$ cat src/sv/pcvr_pkg.sv
`timescale 1ns / 1ps

package pcvr_pkg;

    // Default component format (signed Q10.10)
    localparam int COMPONENT_WIDTH_DEF = 21;
    localparam int FRACTION_BITS_DEF   = 10;

    // Fixed port widths
    localparam int PACK_W    = 63;
    localparam int IM_W      = 24;
    localparam int TOT_W     = IM_W + 1;
    localparam int REST_W    = 17;
    localparam int TS_W      = 16;
    localparam int CFG_IDX_W = 2;

    // Q1.16 restitution and Q0.16 time-step coefficients drop 16 bits after a product
    localparam int RND_SHIFT = 16;

    // Configuration registers
    localparam logic [CFG_IDX_W-1:0] REG_RESTITUTION = 2'd0;
    localparam logic [CFG_IDX_W-1:0] REG_TIME_STEP   = 2'd1;
    localparam logic [REST_W-1:0]    REST_RESET      = 17'd65536;
    localparam logic [TS_W-1:0]      TS_RESET        = 16'd1092;

    // Result status codes
    localparam logic [1:0] ST_OK  = 2'd0;
    localparam logic [1:0] ST_SEP = 2'd1;
    localparam logic [1:0] ST_IMM = 2'd2;

    // Depth of the queue between front and back
    localparam int QUEUE_DEPTH = 4;

    // Per-contact control that travels with the item
    typedef struct packed {
        logic [1:0] status;
        logic       two;
    } t_ctl;

endpackage

$ cat src/sv/pcvr_queue.sv
`timescale 1ns / 1ps

module pcvr_queue #(
    parameter int WIDTH = 8,
    parameter int DEPTH = pcvr_pkg::QUEUE_DEPTH
) (
    input  logic             i_clk,
    input  logic             i_rst_n,
    input  logic             i_push,
    input  logic [WIDTH-1:0] i_data,
    output logic             o_full,
    input  logic             i_pop,
    output logic [WIDTH-1:0] o_data,
    output logic             o_empty
);
    import pcvr_pkg::*;

    localparam int AW = (DEPTH > 1) ? $clog2(DEPTH) : 1;
    localparam int CNTW = $clog2(DEPTH + 1);

    logic [WIDTH-1:0] r_mem [DEPTH];
    logic [AW-1:0]    r_wr, r_rd;
    logic [CNTW-1:0]  r_cnt;
    logic             do_push, do_pop;

    assign o_full  = (r_cnt == CNTW'(DEPTH));
    assign o_empty = (r_cnt == '0);
    assign o_data  = r_mem[r_rd];
    assign do_push = i_push && !o_full;
    assign do_pop  = i_pop && !o_empty;

    // pointers and fill count
    always_ff @(posedge i_clk) begin
        if (!i_rst_n) begin
            r_wr  <= '0;
            r_rd  <= '0;
            r_cnt <= '0;
        end else begin
            if (do_push) begin
                r_wr <= (r_wr == AW'(DEPTH - 1)) ? '0 : r_wr + 1'b1;
            end
            if (do_pop) begin
                r_rd <= (r_rd == AW'(DEPTH - 1)) ? '0 : r_rd + 1'b1;
            end
            if (do_push && !do_pop) begin
                r_cnt <= r_cnt + 1'b1;
            end else if (do_pop && !do_push) begin
                r_cnt <= r_cnt - 1'b1;
            end
        end
    end

    // storage
    always_ff @(posedge i_clk) begin
        if (do_push) begin
            r_mem[r_wr] <= i_data;
        end
    end

endmodule

$ cat config.mk
export PLATFORM = sky130hd
export DESIGN_NAME = pcvr_queue
export DESIGN_NICKNAME = d
export VERILOG_FILES = /design/src/sv/pcvr_pkg.sv /design/src/sv/pcvr_queue.sv
export SDC_FILE = /design/constraint.sdc
export NUM_CORES = 1
export LEC_CHECK = 0
export BUFFER_PORTS_ARGS = -buffer_cell sky130_fd_sc_hd__buf_2
export CORE_MARGIN = 3
export CORE_UTILIZATION = 40
export DETAILED_ROUTE_END_ITERATION = 16
export HOLD_SLACK_MARGIN = 0.03
export PLACE_DENSITY = 0.57
export SYNTH_ARGS = -nofsm -noshare
export SYNTH_HDL_FRONTEND = slang
export SYNTH_SLANG_ARGS = --single-unit
export TNS_END_PERCENT = 5
$ cat constraint.sdc
create_clock -name i_clk -period 2.8 [get_ports i_clk]
set_input_delay 0.56 -clock i_clk [delete_from_list [all_inputs] [get_ports i_clk]]
set_output_delay 0.56 -clock i_clk [all_outputs]
set_load 0.01 [all_outputs]
==> out/metrics.csv, run 1 <==
metric,value,unit
status,completed,
clk sink count,41,
setup TNS,0,ns
layout overhead on the synthesized area,14.6,%
DRC,0,
Yosys warning count,0,
fin. max-slew vios,0,
CP Class,reg -> reg,
slowest cell on the critical path,o31ai_1,
Static Leak,0.682,nW
Final Instance Count excl. Fillers,167,
Max IR drop VDD,0.438,mV
CORE AREA,3800,sq um
Critical Path End Type,register,
Worst Path Max Fanout,5,
I/O pins,22,
GRT Total Usage,12.0,%
via count,825,
synthesized area per cell,17.5,sq um
Final GP Congestion,0.653,
Synth top area share,58.9,%
die width,69.8,microns
CTS tree,built,
initial core utilization,42.9,%
CP arrival,2.51,ns
"delay-heaviest family, CP",compound AO/OA/AOI/OAI gates,
CTS resizes,0,
nets@finish,137,
"commonest non-fill, non-tap cells in the layout","edfxtp_1 (32), buf_2 (21), dfxtp_1 (9), mux4_2 (8)",
Worst setup SP type,register,
total CTS buffers,5,
clk buf depth,2,
cell taking the most area after synthesis,edfxtp_1,
layout cells sized above 1,31.9,%
WHS,0.483,ns
I/O Buffers,21,
CP Cell Sequence,"o31ai_1, ha_1, inv_1, fa_1, xor2_1, or3_1, a21boi_0",
# Post-CTS Setup Buffers,0,
max_slew headroom,62.9,%
worst setup path startpoint,r_cnt[0]$_SDFFE_PN0P_,
final setup margin,0.507,ns
post-route ant nets,0,
die height,69.8,microns
Syn Inst Count,93,
Die Area,4880,sq um
vias in the first global route,879,
wire length of the first global-routing pass,4370,microns
Seq cells post-synth,41,
cell total after placement,159,
largest net degree at the start of global routing,13,
Worst EP required,3.01,ns
CTS Root Cell,clkbuf_8,
cell area after layout,1870,sq um
DRT Pass-1 Iters,4,
Final period util,81.9,%
largest cells by area after synthesis,"edfxtp_1 (59%), dfxtp_1 (11%), mux4_2 (11%)",
DRT Wirelength,2550,microns
Power Density,848,nW/um^2
worst hold path type,in -> reg,
max cap viols,0,
clock-pin slew on the worst setup and hold paths,0.07,ns
sequential share of the synthesized area,70.0,%
post-layout minimum cycle time,2.29,ns
clock skew,0.00293,ns
1st-iter DRT viols,55,
Avg WL per Cell,15.3,microns
Placement Setup Slack,0.466,ns
Mapped Nets,112,
dpl hpwl,1770,microns
"most common cell after layout, fill and taps aside",edfxtp_1,
RSZ-0062 raised after global routing,no,
initial antenna violation count,0,
# H-tree levels,2,
Setup Viol. Count Final,0,
hold path start,i_data[7],
clk_lat worst skew,0.29,ns
FP Rows,22,
DR vias/cell,4.94,
Critical Path Max Stage Delay,0.51,ns
"Cell Area, Placed",1790,sq um
Buf/Inv on CP,1,
mapped cell area,1630,sq um
worst slew pin tran,0.556,ns
GRT Residual Overflow,0,
Post-CTS Hold Fix Bufs,0,
Final Hold Vio Count,0,
FF-to-FF Start,r_cnt[0]$_SDFFE_PN0P_,
FMAX,436,MHz
count of different cell masters after synthesis,23,
n_diodes,0,
-- report_power, final --
group	internal [mW]	switching, mW	total (mW)	leakage [nW]
logic	0.209	0.180	0.388	0.269
clock network	0.173	0.192	0.365	0.0450
registers	0.749	0.0812	0.830	0.367
-- path summary, 6_finish.rpt --
kind                            cells after the start  slack, ns                     to
worst min-delay path                                1       0.48  r_mem[2][7]$_DFFE_PP_
worst min register to register                      2       0.51   r_wr[1]$_SDFFE_PN0P_
worst max-delay path                                7       0.51  r_cnt[2]$_SDFFE_PN0P_
worst max register to register                      7       0.51  r_cnt[2]$_SDFFE_PN0P_
-- cell usage after synthesis --
| cell type | count |
|---|---|
| ha_1 | 6 |
| clkbuf_1 | 1 |
| a21boi_0 | 1 |
| nand3_1 | 2 |
| edfxtp_1 | 32 |
| or3_1 | 1 |
| inv_1 | 3 |
| buf_1 | 1 |
| nor3b_2 | 1 |
| fa_1 | 1 |
| dfxtp_1 | 9 |
| and2_1 | 5 |
| nor2b_1 | 2 |
| mux2i_1 | 3 |
| o21ai_0 | 3 |
| nand2_1 | 6 |
| nor2_1 | 2 |
| xnor2_1 | 1 |
| xor2_1 | 1 |
| o31ai_1 | 1 |
| nor3_1 | 1 |
| mux4_2 | 8 |
| buf_2 | 2 |
-- per-stage QoR --
| step | util, % | power [mW] |
|---|---|---|
| 2_1_floorplan | - | 1.11 |
| 3_3_place_gp | 47.0 | 1.23 |
| 3_5_place_dp | 47.0 | 1.25 |
| 4_1_cts | 49.2 | 1.61 |
| 5_1_grt | 49.2 | 1.69 |
| 6_report | 49.2 | 1.58 |
-- sequential cells by signal, summed over array words and instances, names as in the netlist, named ones only --
signal,count
r_rd,2
r_mem,32
r_cnt,3
r_wr,2
-- cell families after synthesis --
kind of cell | after synthesis | synth area share (%)
AND/OR/NAND/NOR | 20 | 6.60
multiplexers | 11 | 12.9
adder cells (fa/ha/maj) | 7 | 5.83
AO/OA/AOI/OAI | 5 | 1.84
XOR/XNOR | 2 | 1.07
flip-flops | 41 | 70.0
buffers and inverters | 7 | 1.76
-- area by class of cell --
type                       instances  area (sq um)
clock buffer                       6          72.6
sequential                        41          1140
inverter                           3          11.3
multi-input combinational         45           460
tap                               48          60.1
clock inverter                     2          10.0
fill                             346          1930
timing repair buffer              22           113
-- metal layers --
layer  GRT usage, %  part of all wire (%)
met2           20.8                    51
met1           12.9                    42
met5              0                     0
met3           5.07                   5.1
met4           4.47                   1.6
-- worst reg2reg max path, stage by stage (launching register included) --
cell	delay [ns]
dfxtp_1	0.37
o31ai_1	0.51
ha_1	0.28
inv_1	0.06
fa_1	0.37
xor2_1	0.16
or3_1	0.30
a21boi_0	0.16
No activity file was read; power rests on OpenSTA's default activity.
==> run 2, diff against run 1 <==
PLACE_DENSITY = 0.59   (was 0.57)
clock period = 2.1 ns   (was 2.8 ns; I/O delays follow)
==> run 2 against run 1 <==
Against the previous run: design area increased by 4.2%; routed wire length decreased by 0.35%; total power increased by 47%; non-clock buffer count increased by 3; global-route usage decreased by 0.46 points; clock skew up 0.0018 ns; combinational power grew 56%; register-to-register slack lost 0.40 ns; sequential share of layout area is 2.3 points lower; final cell count increased by 1.8%; via count is 2.5% higher.
==> out/metrics.csv, run 2 (synthesis results as in run 1) <==
metric,value,unit,change
Max IR drop VDD,0.533,mV,+22%
CP arrival,2.20,ns,-0.31 ns
1st-iter DRT viols,38,,-31%
status,completed,,
CP Class,reg -> reg,,
Regs by FF count,"r_mem (32), r_cnt (3)",,
n_diodes,0,,unchanged
I/O pins,22,,unchanged
dpl hpwl,1770,microns,-0.15%
FP Rows,22,,unchanged
initial core utilization,42.9,%,unchanged
max FFs per register,32,,unchanged
Worst EP required,2.31,ns,-0.70 ns
# Post-CTS Setup Buffers,0,,unchanged
CORE AREA,3800,sq um,unchanged
Final period util,94.8,%,+13 points
Final Instance Count excl. Fillers,170,,+1.8%
GRT Total Usage,11.5,%,-0.46 points
DR vias/cell,4.98,,+0.74%
largest net degree at the start of global routing,13,,unchanged
DRT Pass-1 Iters,4,,unchanged
die height,69.8,microns,unchanged
post-layout minimum cycle time,1.99,ns,-0.301 ns
post-route ant nets,0,,unchanged
max cap viols,0,,unchanged
fin util,51.3,%,+2.1 points
Power Density,1190,nW/um^2,+41%
die width,69.8,microns,unchanged
Post-CTS Hold Fix Bufs,0,,unchanged
GRT Residual Overflow,0,,unchanged
nets@finish,140,,+2.2%
Largest Register,r_mem,,
Critical Path End Type,register,,
# H-tree levels,2,,unchanged
initial antenna violation count,0,,unchanged
clk sink count,41,,unchanged
clock skew,0.00472,ns,+0.00178 ns
Final GP Congestion,0.807,,+23%
Static Leak,0.712,nW,+4.4%
CTS tree,built,,
wire length of the first global-routing pass,4180,microns,-4.4%
clk_lat worst skew,0.28,ns,about the same
Worst Path Max Fanout,5,,unchanged
via count,846,,+2.5%
DRC,0,,unchanged
"most common cell after layout, fill and taps aside",edfxtp_1,,
clock-pin slew on the worst setup and hold paths,0.07,ns,about the same
"delay-heaviest family, CP",simple AND/OR/NAND/NOR gates,,
slowest cell on the critical path,fa_1,,
Final Hold Vio Count,0,,unchanged
Pwr Total,2.32,mW,+47%
Avg WL per Cell,15.0,microns,-2.1%
fin. max-slew vios,0,,unchanged
CP Cell Sequence,"nor3b_2, nor2b_2, ha_2, inv_1, fa_1, xor2_1, or3_1, a21boi_0",,
total CTS buffers,5,,unchanged
clk buf depth,2,,unchanged
Worst setup SP type,register,,
layout filler cell count,323,,-6.6%
Die Area,4880,sq um,unchanged
setup TNS,0,ns,unchanged
worst hold path type,in -> reg,,
Critical Path Max Stage Delay,0.37,ns,-0.14 ns
Buf/Inv on CP,1,,unchanged
layout overhead on the synthesized area,19.4,%,
I/O Buffers,21,,unchanged
Setup Viol. Count Final,0,,unchanged
DRT Wirelength,2540,microns,-0.35%
vias in the first global route,867,,-1.4%
"commonest non-fill, non-tap cells in the layout","edfxtp_1 (32), buf_2 (21), mux4_2 (8)",,
worst slew pin tran,0.447,ns,-0.108 ns
layout cells sized above 1,38.5,%,+6.6 points
CTS Root Cell,clkbuf_8,,
max_slew headroom,70.2,%,+7.3 points
cell total after placement,162,,+1.9%
FMAX,502,MHz,+15%
==> run 2: cell types whose count changed in the layout (fill, tap and decap cells not counted), sizes merged <==
| cell | previous run | this run |
|---|---|---|
| clkinv | 2 | 0 |
| bufinv | 0 | 1 |
| buf | 22 | 25 |
| clkbuf | 6 | 7 |
==> run 2: per-layer routing <==
layer,part of all wire [%],GRT usage (%),vias up
met5,0,0,-
met1,44,13.8,417
met3,5.9,5.07,4
met4,1.2,4.68,0
met2,49,18.0,20
li1,-,-,405
==> run 2: worst paths after layout <==
kind | depth (start not counted) | slack (ns) | from | end
hold reg to reg | 2 | 0.50 | r_wr[1]$_SDFFE_PN0P_ | r_wr[1]$_SDFFE_PN0P_
setup reg to reg | 8 | 0.11 | r_cnt[2]$_SDFFE_PN0P_ | r_cnt[2]$_SDFFE_PN0P_
hold / removal | 1 | 0.35 | i_data[4] | r_mem[2][4]$_DFFE_PP_
setup / recovery | 8 | 0.11 | r_cnt[2]$_SDFFE_PN0P_ | r_cnt[2]$_SDFFE_PN0P_
==> run 2: cell type report <==
cell class / count / area (sq um) / share of cell area, %
clock buffer: 7 / 86.3 / 4.43
clock inverter: 1 / 30.0 / 1.54
inverter: 3 / 11.3 / 0.578
multi-input combinational: 45 / 479 / 24.6
sequential: 41 / 1140 / 58.8
tap: 48 / 60.1 / 3.08
timing repair buffer: 25 / 135 / 6.94
==> run 2: timing repair <==
action | 4_1_cts | 5_1_grt
resized for setup | 0 | 7
hold endpoints to repair | 0 | 0
setup endpoints to repair | 0 | 1
==> run 2: where the power goes <==
part	switching, mW	internal, mW	leakage (nW)
Clock	0.245	0.387	0.0585
Sequential	0.0831	1.00	0.368
Combinational	0.288	0.316	0.285
Total	0.616	1.71	0.712
==> run 2: per-stage QoR <==
step	instance area [sq um]	hold WS, ns	setup WS, ns
after floorplan	1630	0.468	0.00705
after global placement	1810	0.486	0.127
after detailed placement	1810	0.501	-0.00126
after CTS	1920	0.345	0.000451
after global routing	1950	0.344	-0.0220
final	1950	0.348	0.108
==> run 3, diff against run 2 <==
CORE_UTILIZATION = 35   (was 40)
GPL_ROUTABILITY_DRIVEN = 0   (was not set)
PLACE_DENSITY = 0.53   (was 0.59)
==> run 3 against run 2 <==
Against the previous run: clock power rose by 7.8%; hold slack got worse by 0.0013 ns; sequential power barely moved; flip-flop and latch count did not move; design area rose by 0.26%; register-to-register slack got worse by 0.03 ns; sequential share of layout area fell by 0.21 points; largest cell class unchanged; largest power group unchanged; highest routed layer unchanged.
==> out/metrics.csv, run 3 (synthesis results as in run 1) <==
metric,value,unit,change
status,completed,,
Post-CTS Hold Fix Bufs,0,,unchanged
"Cell Area, Placed",1810,sq um,+0.28%
die width,74.3,microns,+6.3%
Power Density,1210,nW/um^2,+1.1%
cell area after layout,1950,sq um,+0.26%
Worst Path Max Fanout,5,,unchanged
CTS resizes,0,,unchanged
dpl hpwl,1780,microns,+0.95%
via count,835,,-1.3%
clock skew,0.00518,ns,+0.000468 ns
GRT Residual Overflow,0,,unchanged
DRC,0,,unchanged
Critical Path End Type,register,,
total CTS buffers,5,,unchanged
wire length of the first global-routing pass,3860,microns,-7.6%
layout cells sized above 1,37.7,%,-0.82 points
FMAX,493,MHz,-1.7%
CTS Root Cell,clkbuf_8,,
Max IR drop VDD,0.382,mV,-28%
Static Leak,0.717,nW,+0.70%
clk buf depth,2,,unchanged
DRT Pass-1 Iters,2,,-2
Final Hold Vio Count,0,,unchanged
Regs by FF count,"r_mem (32), r_cnt (3)",,
I/O pins,22,,unchanged
# H-tree levels,2,,unchanged
initial core utilization,36.9,%,-6.0 points
Worst EP required,2.32,ns,about the same
clk sink count,41,,unchanged
Worst setup SP type,register,,
die height,74.3,microns,+6.3%
worst hold path type,in -> reg,,
setup TNS,0,ns,unchanged
DR vias/cell,4.80,,-3.6%
post-route ant nets,0,,unchanged
# Post-CTS Setup Buffers,0,,unchanged
1st-iter DRT viols,40,,+5.3%
worst slew pin tran,0.455,ns,+0.00782 ns
Final period util,96.5,%,+1.7 points
post-layout minimum cycle time,2.03,ns,+0.0349 ns
CP Class,reg -> reg,,
clk_lat worst skew,0.28,ns,about the same
clock-pin slew on the worst setup and hold paths,0.08,ns,about the same
"commonest non-fill, non-tap cells in the layout","edfxtp_1 (32), buf_2 (21), mux4_2 (8), dfxtp_1 (7), nand2_1 (6)",,
CP arrival,2.24,ns,+0.04 ns
max FFs per register,32,,unchanged
max_slew headroom,69.7,%,-0.52 points
I/O Buffers,21,,unchanged
DRT Wirelength,2610,microns,+2.8%
Setup Viol. Count Final,0,,unchanged
GRT Total Usage,9.94,%,-1.6 points
CTS tree,built,,
initial antenna violation count,0,,unchanged
max cap viols,0,,unchanged
fin. max-slew vios,0,,unchanged
largest net degree at the start of global routing,14,,+1
Largest Register,r_mem,,
nets@finish,140,,unchanged
Avg WL per Cell,15.0,microns,+0.43%
n_diodes,0,,unchanged
"most common cell after layout, fill and taps aside",edfxtp_1,,
FP Rows,24,,+9.1%
vias in the first global route,819,,-5.5%
Die Area,5510,sq um,+13%
CORE AREA,4410,sq um,+16%
layout overhead on the synthesized area,19.7,%,
## run 3: final timing paths
path	from	depth (start not counted)	to	slack [ns]
worst max register to register	r_cnt[1]$_SDFFE_PN0P_	7	r_cnt[2]$_SDFFE_PN0P_	0.07
worst max-delay path	r_cnt[1]$_SDFFE_PN0P_	7	r_cnt[2]$_SDFFE_PN0P_	0.07
worst min-delay path	i_data[5]	1	r_mem[0][5]$_DFFE_PP_	0.35
worst min register to register	r_wr[1]$_SDFFE_PN0P_	2	r_wr[1]$_SDFFE_PN0P_	0.51
## run 3: through the flow
step / hold slack [ns] / power, mW / util [%] / instances / setup WS (ns)
finish: 0.347 / 2.35 / 44.2 / 174 / 0.0735
global route: 0.338 / 2.49 / 44.2 / 174 / -0.00646
CTS: 0.337 / 2.38 / 44.0 / 174 / 0.000886
detailed placement: 0.505 / 1.69 / 41.1 / 166 / -0.00709
global placement: 0.486 / 1.67 / 41.1 / 166 / 0.129
floorplan: 0.468 / 1.48 / - / 93 / 0.00705
## run 3: worst max-delay path, stage by stage, from the launching register on
cell,delay [ns]
dfxtp_2,0.36
o31ai_2,0.31
ha_2,0.25
inv_1,0.05
fa_1,0.37
xor2_1,0.16
or3_1,0.30
a21boi_0,0.16
## run 3: final cells by class
class	count	area (sq um)
flip-flops and latches	41	1140
clock inverters	2	35.0
clock buffers	6	93.8
fillers	410	2460
repair buffers	25	135
inverters	3	11.3
well taps	52	65.1
multi-input cells	45	468
## run 3: layer usage
layer / vias to the layer above / track usage [%] / wire length, microns
met5: - / 0 / 0
met4: 0 / 4.74 / 45
met3: 6 / 2.84 / 108
met2: 16 / 16.7 / 1400
met1: 411 / 11.7 / 1060
li1: 402 / - / -
## run 3: power by group
| part | total [mW] | switching, mW | internal (mW) |
|---|---|---|---|
| clock | 0.681 | 0.257 | 0.424 |
| sequential | 1.08 | 0.0765 | 1.00 |
| combinational | 0.596 | 0.286 | 0.310 |
| total | 2.35 | 0.619 | 1.74 |
